`config.mk`:
```
export PLATFORM = sky130hd
export DESIGN_NAME = transient_onset_detector
export DESIGN_NICKNAME = d
export VERILOG_FILES = /design/src/rtl/tod_pkg.sv /design/src/rtl/tod_cfg_regs.sv /design/src/rtl/tod_core.sv /design/src/rtl/tod_report.sv /design/src/rtl/transient_onset_detector.sv
export SDC_FILE = /design/constraint.sdc
export NUM_CORES = 2
export LEC_CHECK = 0
export BUFFER_PORTS_ARGS = -buffer_cell sky130_fd_sc_hd__buf_2
export CAP_MARGIN = 10
export CORE_AREA = 3 3 513 261
export DETAILED_ROUTE_END_ITERATION = 16
export DIE_AREA = 0 0 516 264
export PLACE_DENSITY_LB_ADDON = 0.3
export SETUP_SLACK_MARGIN = 0.4
export SLEW_MARGIN = 10
export SYNTH_ARGS = -nofsm -noshare
export SYNTH_HDL_FRONTEND = slang
export SYNTH_SLANG_ARGS = --single-unit
```
`constraint.sdc`:
```
create_clock -name clk -period 12.6 [get_ports clk]
set_input_delay 1.26 -clock clk [delete_from_list [all_inputs] [get_ports clk]]
set_output_delay 1.26 -clock clk [all_outputs]
set_load 0.05 [all_outputs]
```
`src/rtl/tod_pkg.sv`:
```
// ----------------------------------------------------------------------------
// tod_pkg
// Types, constants and helpers shared by the transient onset detector.
// ----------------------------------------------------------------------------
package tod_pkg;

    localparam int MAG_BITS     = 16;
    localparam int TIME_BITS    = 32;
    localparam int CFG_BITS     = 16;
    localparam int DUR_MS_BITS  = 23;
    localparam int REASON_BITS  = 2;
    localparam int NUM_REGS     = 7;
    localparam int CFG_IDX_BITS = 3;
    localparam int US_PER_MS    = 1000;

    // floor(x / 1000) == (x * DIV_MAGIC) >> DIV_SHIFT for every 32-bit x
    localparam int                  DIV_MAGIC_BITS = 29;
    localparam logic [DIV_MAGIC_BITS-1:0] DIV_MAGIC = 29'd274877907;
    localparam int                  DIV_SHIFT      = 38;
    localparam int                  PROD_BITS      = TIME_BITS + DIV_MAGIC_BITS;

    localparam logic [CFG_IDX_BITS-1:0] REG_ATTACK       = 3'd0;
    localparam logic [CFG_IDX_BITS-1:0] REG_RELEASE      = 3'd1;
    localparam logic [CFG_IDX_BITS-1:0] REG_COOLDOWN     = 3'd2;
    localparam logic [CFG_IDX_BITS-1:0] REG_DEBOUNCE     = 3'd3;
    localparam logic [CFG_IDX_BITS-1:0] REG_MIN_DURATION = 3'd4;
    localparam logic [CFG_IDX_BITS-1:0] REG_MAX_DURATION = 3'd5;
    localparam logic [CFG_IDX_BITS-1:0] REG_MIN_STRENGTH = 3'd6;

    localparam logic [CFG_BITS-1:0] MAX_DURATION_RESET = 16'hFFFF;

    localparam logic [REASON_BITS-1:0] ONSET_NONE        = 2'd0;
    localparam logic [REASON_BITS-1:0] ONSET_BELOW       = 2'd1;
    localparam logic [REASON_BITS-1:0] ONSET_PEAK_ACTIVE = 2'd2;
    localparam logic [REASON_BITS-1:0] ONSET_COOLDOWN    = 2'd3;

    localparam logic [REASON_BITS-1:0] TRANS_NONE      = 2'd0;
    localparam logic [REASON_BITS-1:0] TRANS_TOO_SHORT = 2'd1;
    localparam logic [REASON_BITS-1:0] TRANS_TOO_LONG  = 2'd2;
    localparam logic [REASON_BITS-1:0] TRANS_WEAK      = 2'd3;

    typedef struct packed {
        logic [MAG_BITS-1:0]  magnitude;
        logic [TIME_BITS-1:0] sample_time_us;
    } sample_t;

    typedef struct packed {
        logic                   onset_detected;
        logic [MAG_BITS-1:0]    onset_strength;
        logic                   transient_detected;
        logic [MAG_BITS-1:0]    transient_strength;
        logic [DUR_MS_BITS-1:0] transient_duration_ms;
        logic [REASON_BITS-1:0] onset_reason;
        logic [REASON_BITS-1:0] transient_reason;
        logic [DUR_MS_BITS-1:0] rejected_duration_ms;
        logic [MAG_BITS-1:0]    rejected_strength;
        logic                   peak_open;
        logic [TIME_BITS-1:0]   onset_reject_count;
        logic [TIME_BITS-1:0]   transient_reject_count;
    } result_t;

    typedef struct packed {
        logic [CFG_BITS-1:0] attack_threshold;
        logic [CFG_BITS-1:0] release_threshold;
        logic [CFG_BITS-1:0] cooldown_ms;
        logic [CFG_BITS-1:0] release_debounce_ms;
        logic [CFG_BITS-1:0] min_duration_ms;
        logic [CFG_BITS-1:0] max_duration_ms;
        logic [CFG_BITS-1:0] min_peak_strength;
    } cfg_t;

    typedef struct packed {
        logic                   onset_detected;
        logic [MAG_BITS-1:0]    onset_strength;
        logic                   transient_detected;
        logic [MAG_BITS-1:0]    transient_strength;
        logic [REASON_BITS-1:0] onset_reason;
        logic [REASON_BITS-1:0] transient_reason;
        logic [MAG_BITS-1:0]    rejected_strength;
        logic                   peak_open;
        logic [TIME_BITS-1:0]   onset_reject_count;
        logic [TIME_BITS-1:0]   transient_reject_count;
        logic                   closed;
        logic [TIME_BITS-1:0]   dur_us;
    } core_word_t;

    function automatic logic [TIME_BITS-1:0] ms_to_us(input logic [CFG_BITS-1:0] ms);
        return TIME_BITS'(ms) * TIME_BITS'(US_PER_MS);
    endfunction

endpackage

```
`src/rtl/tod_cfg_regs.sv`:
```
// ----------------------------------------------------------------------------
// tod_cfg_regs
// Configuration register bank, written through a plain indexed write port.
// ----------------------------------------------------------------------------
module tod_cfg_regs
    import tod_pkg::*;
(
    input  logic                    clk,
    input  logic                    rst_n,
    input  logic                    cfg_wen,
    input  logic [CFG_IDX_BITS-1:0] cfg_index,
    input  logic [CFG_BITS-1:0]     cfg_wdata,
    output cfg_t                    cfg
);

    cfg_t cfg_reg;

    always_ff @(posedge clk or negedge rst_n)
    begin
        if (!rst_n)
        begin
            cfg_reg.attack_threshold    <= '0;
            cfg_reg.release_threshold   <= '0;
            cfg_reg.cooldown_ms         <= '0;
            cfg_reg.release_debounce_ms <= '0;
            cfg_reg.min_duration_ms     <= '0;
            cfg_reg.max_duration_ms     <= MAX_DURATION_RESET;
            cfg_reg.min_peak_strength   <= '0;
        end
        else if (cfg_wen)
        begin
            unique case (cfg_index)
                REG_ATTACK:       cfg_reg.attack_threshold    <= cfg_wdata;
                REG_RELEASE:      cfg_reg.release_threshold   <= cfg_wdata;
                REG_COOLDOWN:     cfg_reg.cooldown_ms         <= cfg_wdata;
                REG_DEBOUNCE:     cfg_reg.release_debounce_ms <= cfg_wdata;
                REG_MIN_DURATION: cfg_reg.min_duration_ms     <= cfg_wdata;
                REG_MAX_DURATION: cfg_reg.max_duration_ms     <= cfg_wdata;
                REG_MIN_STRENGTH: cfg_reg.min_peak_strength   <= cfg_wdata;
                default:          cfg_reg                     <= cfg_reg;
            endcase
        end
    end

    assign cfg = cfg_reg;

endmodule

```
`src/rtl/tod_core.sv`:
```
// ----------------------------------------------------------------------------
// tod_core
// Input register, onset and release rules on the peak state, and the
// registered per-word decision handed to the reporting stage.
// ----------------------------------------------------------------------------
module tod_core
    import tod_pkg::*;
(
    input  logic       clk,
    input  logic       rst_n,
    input  logic       sample_valid,
    output logic       sample_ready,
    input  sample_t    sample,
    input  cfg_t       cfg,
    output logic       word_valid,
    input  logic       word_ready,
    output core_word_t word
);

    logic                   s0_valid_reg;
    sample_t                s0_data_reg;
    logic                   s1_valid_reg;
    core_word_t             s1_word_reg;

    logic                   open_reg;
    logic [TIME_BITS-1:0]   start_reg;
    logic                   pend_reg;
    logic [TIME_BITS-1:0]   rstart_reg;
    logic [MAG_BITS-1:0]    max_reg;
    logic [TIME_BITS-1:0]   last_onset_reg;
    logic [REASON_BITS-1:0] trans_reason_reg;
    logic [MAG_BITS-1:0]    rej_str_reg;
    logic [TIME_BITS-1:0]   onset_rej_reg;
    logic [TIME_BITS-1:0]   trans_rej_reg;

    logic                   open_next;
    logic [TIME_BITS-1:0]   start_next;
    logic                   pend_next;
    logic [TIME_BITS-1:0]   rstart_next;
    logic [MAG_BITS-1:0]    max_next;
    logic [TIME_BITS-1:0]   last_onset_next;
    logic [REASON_BITS-1:0] trans_reason_next;
    logic [MAG_BITS-1:0]    rej_str_next;
    logic [TIME_BITS-1:0]   onset_rej_next;
    logic [TIME_BITS-1:0]   trans_rej_next;
    core_word_t             s1_word_next;

    logic                   s1_ready;
    logic                   s0_adv;

    logic [MAG_BITS-1:0]    mag;
    logic [TIME_BITS-1:0]   now;
    logic                   above_attack;
    logic                   above_release;
    logic                   cooled;
    logic                   onset;
    logic                   open_a;
    logic [MAG_BITS-1:0]    max_a;
    logic [MAG_BITS-1:0]    max_b;
    logic                   pend_start;
    logic                   pend_b;
    logic [TIME_BITS-1:0]   rel_elapsed;
    logic [TIME_BITS-1:0]   dur_us;
    logic                   close;
    logic                   too_short;
    logic                   too_long;
    logic                   too_weak;
    logic                   accepted;
    logic [REASON_BITS-1:0] onset_reason;

    assign s1_ready     = !s1_valid_reg || word_ready;
    assign s0_adv       = s0_valid_reg && s1_ready;
    assign sample_ready = !s0_valid_reg || s1_ready;

    assign mag = s0_data_reg.magnitude;
    assign now = s0_data_reg.sample_time_us;

    always_comb
    begin
        above_attack  = mag > cfg.attack_threshold;
        above_release = mag > cfg.release_threshold;
        cooled        = (now - last_onset_reg) >= ms_to_us(cfg.cooldown_ms);
        onset         = above_attack && !open_reg && cooled;

        // onset rule
        open_a = open_reg || onset;
        max_a  = onset ? mag : max_reg;
        dur_us = onset ? '0 : now - start_reg;

        if (onset)
            onset_reason = ONSET_NONE;
        else if (!above_attack)
            onset_reason = ONSET_BELOW;
        else if (open_reg)
            onset_reason = ONSET_PEAK_ACTIVE;
        else
            onset_reason = ONSET_COOLDOWN;

        // release rule
        max_b       = (open_a && mag > max_a) ? mag : max_a;
        pend_start  = open_a && !above_release && !pend_reg;
        pend_b      = open_a ? !above_release : pend_reg;
        rel_elapsed = pend_start ? '0 : now - rstart_reg;
        close       = open_a && pend_b && rel_elapsed >= ms_to_us(cfg.release_debounce_ms);

        too_short = dur_us < ms_to_us(cfg.min_duration_ms);
        too_long  = dur_us > ms_to_us(cfg.max_duration_ms);
        too_weak  = max_b < cfg.min_peak_strength;
        accepted  = !too_short && !too_long && !too_weak;

        last_onset_next = onset ? now : last_onset_reg;
        onset_rej_next  = onset_rej_reg + TIME_BITS'(!onset && above_attack);

        if (close)
        begin
            open_next      = 1'b0;
            start_next     = '0;
            pend_next      = 1'b0;
            rstart_next    = '0;
            max_next       = '0;
            trans_rej_next = trans_rej_reg + TIME_BITS'(!accepted);
            rej_str_next   = accepted ? '0 : max_b;
            if (accepted)
                trans_reason_next = TRANS_NONE;
            else if (too_short)
                trans_reason_next = TRANS_TOO_SHORT;
            else if (too_long)
                trans_reason_next = TRANS_TOO_LONG;
            else
                trans_reason_next = TRANS_WEAK;
        end
        else
        begin
            open_next         = open_a;
            start_next        = onset ? now : start_reg;
            pend_next         = pend_b;
            rstart_next       = pend_start ? now : rstart_reg;
            max_next          = max_b;
            trans_rej_next    = trans_rej_reg;
            rej_str_next      = rej_str_reg;
            trans_reason_next = trans_reason_reg;
        end

        s1_word_next.onset_detected         = onset;
        s1_word_next.onset_strength         = onset ? mag : '0;
        s1_word_next.transient_detected     = close && accepted;
        s1_word_next.transient_strength     = (close && accepted) ? max_b : '0;
        s1_word_next.onset_reason           = onset_reason;
        s1_word_next.transient_reason       = trans_reason_next;
        s1_word_next.rejected_strength      = rej_str_next;
        s1_word_next.peak_open              = open_next;
        s1_word_next.onset_reject_count     = onset_rej_next;
        s1_word_next.transient_reject_count = trans_rej_next;
        s1_word_next.closed                 = close;
        s1_word_next.dur_us                 = dur_us;
    end

    always_ff @(posedge clk or negedge rst_n)
    begin
        if (!rst_n)
        begin
            s0_valid_reg     <= 1'b0;
            s1_valid_reg     <= 1'b0;
            open_reg         <= 1'b0;
            start_reg        <= '0;
            pend_reg         <= 1'b0;
            rstart_reg       <= '0;
            max_reg          <= '0;
            last_onset_reg   <= '0;
            trans_reason_reg <= TRANS_NONE;
            rej_str_reg      <= '0;
            onset_rej_reg    <= '0;
            trans_rej_reg    <= '0;
        end
        else
        begin
            if (sample_ready)
                s0_valid_reg <= sample_valid;
            if (s1_ready)
                s1_valid_reg <= s0_valid_reg;
            if (s0_adv)
            begin
                open_reg         <= open_next;
                start_reg        <= start_next;
                pend_reg         <= pend_next;
                rstart_reg       <= rstart_next;
                max_reg          <= max_next;
                last_onset_reg   <= last_onset_next;
                trans_reason_reg <= trans_reason_next;
                rej_str_reg      <= rej_str_next;
                onset_rej_reg    <= onset_rej_next;
                trans_rej_reg    <= trans_rej_next;
            end
        end
    end

    always_ff @(posedge clk)
    begin
        if (sample_ready && sample_valid)
            s0_data_reg <= sample;
        if (s0_adv)
            s1_word_reg <= s1_word_next;
    end

    assign word_valid = s1_valid_reg;
    assign word       = s1_word_reg;

endmodule

```
`src/rtl/tod_report.sv`:
```
// ----------------------------------------------------------------------------
// tod_report
// Converts closed peak durations to milliseconds by reciprocal multiply,
// keeps the held accepted and rejected durations, and drives the result.
// ----------------------------------------------------------------------------
module tod_report
    import tod_pkg::*;
(
    input  logic       clk,
    input  logic       rst_n,
    input  logic       word_valid,
    output logic       word_ready,
    input  core_word_t word,
    output logic       result_valid,
    input  logic       result_ready,
    output result_t    result
);

    logic                   p_valid_reg;
    core_word_t             p_word_reg;
    logic [PROD_BITS-1:0]   p_prod_reg;
    logic [PROD_BITS-1:0]   p_prod_next;
    logic                   o_valid_reg;
    result_t                o_word_reg;
    result_t                o_word_next;
    logic [DUR_MS_BITS-1:0] acc_ms_reg;
    logic [DUR_MS_BITS-1:0] acc_ms_next;
    logic [DUR_MS_BITS-1:0] rej_ms_reg;
    logic [DUR_MS_BITS-1:0] rej_ms_next;

    logic                   o_ready;
    logic                   p_ready;
    logic                   p_adv;
    logic [DUR_MS_BITS-1:0] dur_ms;

    assign o_ready    = !o_valid_reg || result_ready;
    assign p_ready    = !p_valid_reg || o_ready;
    assign p_adv      = p_valid_reg && o_ready;
    assign word_ready = p_ready;

    assign p_prod_next = PROD_BITS'(word.dur_us) * PROD_BITS'(DIV_MAGIC);
    assign dur_ms      = p_prod_reg[DIV_SHIFT +: DUR_MS_BITS];

    always_comb
    begin
        acc_ms_next = acc_ms_reg;
        rej_ms_next = rej_ms_reg;
        if (p_word_reg.closed)
        begin
            if (p_word_reg.transient_detected)
            begin
                acc_ms_next = dur_ms;
                rej_ms_next = '0;
            end
            else
                rej_ms_next = dur_ms;
        end

        o_word_next.onset_detected         = p_word_reg.onset_detected;
        o_word_next.onset_strength         = p_word_reg.onset_strength;
        o_word_next.transient_detected     = p_word_reg.transient_detected;
        o_word_next.transient_strength     = p_word_reg.transient_strength;
        o_word_next.transient_duration_ms  = acc_ms_next;
        o_word_next.onset_reason           = p_word_reg.onset_reason;
        o_word_next.transient_reason       = p_word_reg.transient_reason;
        o_word_next.rejected_duration_ms   = rej_ms_next;
        o_word_next.rejected_strength      = p_word_reg.rejected_strength;
        o_word_next.peak_open              = p_word_reg.peak_open;
        o_word_next.onset_reject_count     = p_word_reg.onset_reject_count;
        o_word_next.transient_reject_count = p_word_reg.transient_reject_count;
    end

    always_ff @(posedge clk or negedge rst_n)
    begin
        if (!rst_n)
        begin
            p_valid_reg <= 1'b0;
            o_valid_reg <= 1'b0;
            acc_ms_reg  <= '0;
            rej_ms_reg  <= '0;
        end
        else
        begin
            if (p_ready)
                p_valid_reg <= word_valid;
            if (o_ready)
                o_valid_reg <= p_valid_reg;
            if (p_adv)
            begin
                acc_ms_reg <= acc_ms_next;
                rej_ms_reg <= rej_ms_next;
            end
        end
    end

    always_ff @(posedge clk)
    begin
        if (p_ready && word_valid)
        begin
            p_word_reg <= word;
            p_prod_reg <= p_prod_next;
        end
        if (p_adv)
            o_word_reg <= o_word_next;
    end

    assign result_valid = o_valid_reg;
    assign result       = o_word_reg;

endmodule

```
`src/rtl/transient_onset_detector.sv`:
```
// ----------------------------------------------------------------------------
// transient_onset_detector
// Hysteresis onset detector with release debounce on timestamped samples.
//
// Usage: each sample word (magnitude, microsecond timestamp) enters on the
// sample channel and yields exactly one result word on the result channel,
// in order. Both channels use valid/ready; a word moves when both are high.
// A word passes through four register stages on its way to result_valid:
// input register, peak state update, duration multiply, result register.
// Throughput is one word per cycle unless the receiver stalls; the peak
// state loop has no bubble, so consecutive samples may follow back to back.
// When the receiver stalls, words collect in the internal stages and
// sample_ready drops only once all four stages are full.
// The user is to write configuration (cfg_wen/cfg_index/cfg_wdata) while
// the block is idle (unenforced); indexes past the last register are ignored.
// Reset clears the peak state, counters and held reasons and durations,
// and loads the register defaults (max duration 65535 ms, others zero).
// ----------------------------------------------------------------------------
module transient_onset_detector
    import tod_pkg::*;
(
    input  logic                    clk,
    input  logic                    rst_n,
    input  logic                    sample_valid,
    output logic                    sample_ready,
    input  sample_t                 sample,
    output logic                    result_valid,
    input  logic                    result_ready,
    output result_t                 result,
    input  logic                    cfg_wen,
    input  logic [CFG_IDX_BITS-1:0] cfg_index,
    input  logic [CFG_BITS-1:0]     cfg_wdata
);

    cfg_t       cfg;
    logic       core_valid;
    logic       core_ready;
    core_word_t core_word;

    tod_cfg_regs u_cfg_regs (
        .clk       (clk),
        .rst_n     (rst_n),
        .cfg_wen   (cfg_wen),
        .cfg_index (cfg_index),
        .cfg_wdata (cfg_wdata),
        .cfg       (cfg)
    );

    tod_core u_core (
        .clk          (clk),
        .rst_n        (rst_n),
        .sample_valid (sample_valid),
        .sample_ready (sample_ready),
        .sample       (sample),
        .cfg          (cfg),
        .word_valid   (core_valid),
        .word_ready   (core_ready),
        .word         (core_word)
    );

    tod_report u_report (
        .clk          (clk),
        .rst_n        (rst_n),
        .word_valid   (core_valid),
        .word_ready   (core_ready),
        .word         (core_word),
        .result_valid (result_valid),
        .result_ready (result_ready),
        .result       (result)
    );

    // an accepted transient clears the rejection record and closes the peak
    assert property (@(posedge clk) disable iff (!rst_n)
        result_valid && result.transient_detected |->
            !result.peak_open && result.transient_reason == TRANS_NONE &&
            result.rejected_strength == '0 && result.rejected_duration_ms == '0)
    else $error("accepted transient with stale rejection state");

    // an onset needs a magnitude above the threshold, so it is never zero
    assert property (@(posedge clk) disable iff (!rst_n)
        result_valid && result.onset_detected |->
            result.onset_strength != '0 && result.onset_reason == ONSET_NONE)
    else $error("onset reported with zero strength or a refusal reason");

    // only a closed peak can be reported as a transient
    assert property (@(posedge clk) disable iff (!rst_n)
        core_valid && core_word.transient_detected |-> core_word.closed)
    else $error("transient flagged without a peak close");

endmodule
```
==> results.py <==
metrics = {
    "flow_run": {
        "timing.max_cap.violations": 0,
    },
    "global_route": {
        "grt_max_degree": 202,
        "first_global_vias": 44820,
        "antenna_found_initial": 7,
        "grt-ovfl-total": 0,
        "grt_first_pass_wirelength_um": 253200,
        "grt_util_all_layers": 0.2384,
    },
    "min_path": {
        "hp-class": "reg -> reg",
        "hold_depth": 0,
        "min_to": "u_report.o_word_next[2]$_DFFE_PP_",
        "hold_start": "u_core.word[35]$_DFFE_PP_",
    },
    "synthesis": {
        "yosys_warnings": 0,
        "synth_nets": 6954,
        "ys_types": 84,
        "async_reset_ff_frac": 0.4134,
        "synth_seq_cells": 866,
        "postSynthAreaPerCell_sq_um": 11.50,
        "netlist_instances": 5518,
        "synth-edff-count": 508,
        "netlist_area_sq_um": 63460,
        "yosysSeqAreaShare": 0.3819,
        "ys.flop_type": "edfxtp_1",
    },
    "layout": {
        "drive_above_1_share": 0.1528,
        "stdcell_count": 7787,
        "final_area_sq_um": 72190,
        "finalNetCount": 7444,
        "largest_register_ffs": 165,
        "synthToLayoutAreaGrowth_pct": 13.75,
        "n_fill_cell": 10690,
    },
    "die": {
        "initial_core_util": 0.4922,
        "fp.dieArea_sq_um": 136200,
        "rows": 93,
        "die_w_um": 516,
        "core-area_sq_um": 128900,
        "die_h_um": 264,
        "design.portCount": 239,
    },
    "worst_setup_path": {
        "worstPathRequired_ns": 13.16,
        "crit_type": "reg -> reg",
        "r2r_start": "u_cfg_regs.cfg[64]$_DFFE_PN0P_",
        "crit_path_start_kind": "flop",
        "arrival_ns": 13.39,
        "reg2reg_to": "u_core.rej_str_reg[4]$_DFFE_PN0P_",
        "reg2reg_depth": 73,
        "cp_slowest_cell": "fa_1",
        "crit_path_max_incr_delay_ns": 0.56,
        "regToRegSetupSlack_ns": -0.23,
        "cp-end-kind": "flop",
        "crit_path_frequent_cell": "buf_4",
        "critical_path_peak_fanout": 6,
    },
    "detailed_routing": {
        "drcViolationCount": 0,
        "vias": 42340,
        "drt_first_iter_violations": 3047,
        "via_per_inst": 5.437,
        "wirelength_um": 160000,
        "ant_nets": 0,
        "drt-pass1-iter-count": 7,
        "wl_per_cell_um": 20.55,
    },
    "placed_design": {
        "gp_congestion": 0.9408,
        "place.port_buffers": 238,
        "dp_cells": 7537,
        "detailedPlace.worstSlack_ns": -0.5072,
        "hpwlAfterDp_um": 120000,
        "placed_area_sq_um": 67930,
    },
    "sta": {
        "finalSetupTns_ns": -0.3544,
        "tightest_slew_ns": 1.418,
        "setup_slack_ns": -0.2338,
        "setup_viol": 2,
        "hold_viol": 0,
        "rsz0062_at_grt": "yes",
        "max_freq_mhz": 77.92,
        "slew_viol_final": 0,
        "fin_worst_skew_ns": 0.06794,
        "layout_min_cycle_time_ns": 12.83,
        "fin_crit_sh": 1.019,
        "slew-limit-headroom": 0.05189,
    },
    "status": {
        "violations": "setup timing",
        "status": "complete, but fails checks",
    },
    "clocking": {
        "cts_made_buffers": 80,
        "cts_tree": "yes",
        "cts_max_level": 3,
        "clockRootBuffer": "clkbuf_16",
        "clk_pin_slew_ns": 0.06,
        "clock_latency_ns": 0.71,
        "hold_buffers": 0,
        "clkSinkCount": 866,
        "cts.path.max_buffers": 3,
    },
}
## worst max path at each step
stage | from | slack (ns) | end
final | u_cfg_regs.cfg[64]$_DFFE_PN0P_ | -0.23 | u_core.rej_str_reg[4]$_DFFE_PN0P_
after global routing | u_cfg_regs.cfg[65]$_DFFE_PN0P_ | -0.71 | u_core.rej_str_reg[4]$_DFFE_PN0P_
after CTS | u_cfg_regs.cfg[66]$_DFFE_PN0P_ | 0.20 | u_core.rej_str_reg[4]$_DFFE_PN0P_
after detailed placement | u_cfg_regs.cfg[66]$_DFFE_PN0P_ | -0.51 | u_core.trans_rej_reg[26]$_DFFE_PN0P_
after global placement | u_cfg_regs.cfg[66]$_DFFE_PN0P_ | -0.28 | u_core.trans_rej_reg[26]$_DFFE_PN0P_
after floorplan | u_cfg_regs.cfg[65]$_DFFE_PN0P_ | 0.40 | u_core.word[64]$_DFFE_PP_
## repair_timing
item,4_1_cts,5_1_grt
setup endpoints to repair,38,113
gates resized for setup,82,69
pin swaps,53,48
cloned,2,0
buffers inserted,78,19
## layer usage
layer | track usage | share of wire
met5 | 0 | 0.00017
met4 | 0.08369 | 0.036
met3 | 0.03822 | 0.057
met1 | 0.3216 | 0.44
met2 | 0.3913 | 0.47
## cell families (layout without fill, tap and decap cells)
kind of cell               count (synthesis)  in the layout  share of synthesized area
muxes                                    151            151                    0.02608
adders and majority gates               1364           1364                     0.3301
AOI/OAI and AO/OA                        903            903                    0.09097
buffers and inverters                    985           1540                    0.05934
xor gates and xnor gates                 288            288                    0.03975
DFF                                      866            866                     0.3819
and+or+nand+nor                          961            962                    0.07192
other                                      0              3                          0
## cells in the mapped netlist (122+ instances only)
cell | count | area share
o21ai_0 | 255 | 0.020
dfrtp_1 | 342 | 0.13
ha_1 | 847 | 0.17
nand2_1 | 350 | 0.021
inv_1 | 882 | 0.052
xor2_1 | 124 | 0.017
fa_1 | 517 | 0.16
nor2_1 | 198 | 0.012
a21oi_1 | 230 | 0.018
xnor2_1 | 164 | 0.023
edfxtp_1 | 508 | 0.24
a21o_1 | 122 | 0.014
## area by class of cell
type | count | area, sq um | share of cell area
clock buffers | 104 | 2187 | 0.03030
flip-flops and latches | 866 | 24230 | 0.3357
diodes | 3 | 7.507 | 0.0001040
well taps | 1710 | 2140 | 0.02964
repair buffers | 507 | 3324 | 0.04605
multi-input cells | 3668 | 36360 | 0.5037
inverters | 885 | 3334 | 0.04619
clock inverters | 44 | 598.1 | 0.008285
## critical path, delay by kind of cell (launching register included)
family	cells	cell delay [ns]
XOR/XNOR	1	0.14
adder cells (fa/ha/maj)	7	2.77
buffers and inverters	36	4.24
AND/OR/NAND/NOR	6	1.39
flip-flops	1	0.44
multiplexers	2	0.40
AO/OA/AOI/OAI	21	3.30
## cells in the final DEF (no fill, tap or decap), types with 25 or more instances in the layout
master and n:
buf_4 253, o21a_1 32, a21oi_1 218, clkbuf_16 83, fa_1 515, o21ai_0 245, nand3_1 56, nand2_1 344
ha_1 835, nor3_1 56, a211oi_1 25, and3_1 56, nor2_1 186, buf_2 237, xnor2_1 164, dfrtp_1 342
nand2b_1 42, nor2b_1 35, edfxtp_1 508, o31ai_1 37, nand4_1 40, a21o_1 122, inv_1 872, a22o_1 64
mux2i_1 26, mux2_2 115, xor2_1 123
## metrics by stage
step                        util  hold slack [ns]
after global routing      0.5599           0.4109
after detailed placement  0.5269           0.4045
after global placement    0.5269           0.4005
final                     0.5599           0.4070
after floorplan                -           0.4003
after CTS                 0.5560           0.4010
Power is left out: the tool's default activity adds up to more than one toggle a clock period on the data nets, which glitch-free logic cannot reach.
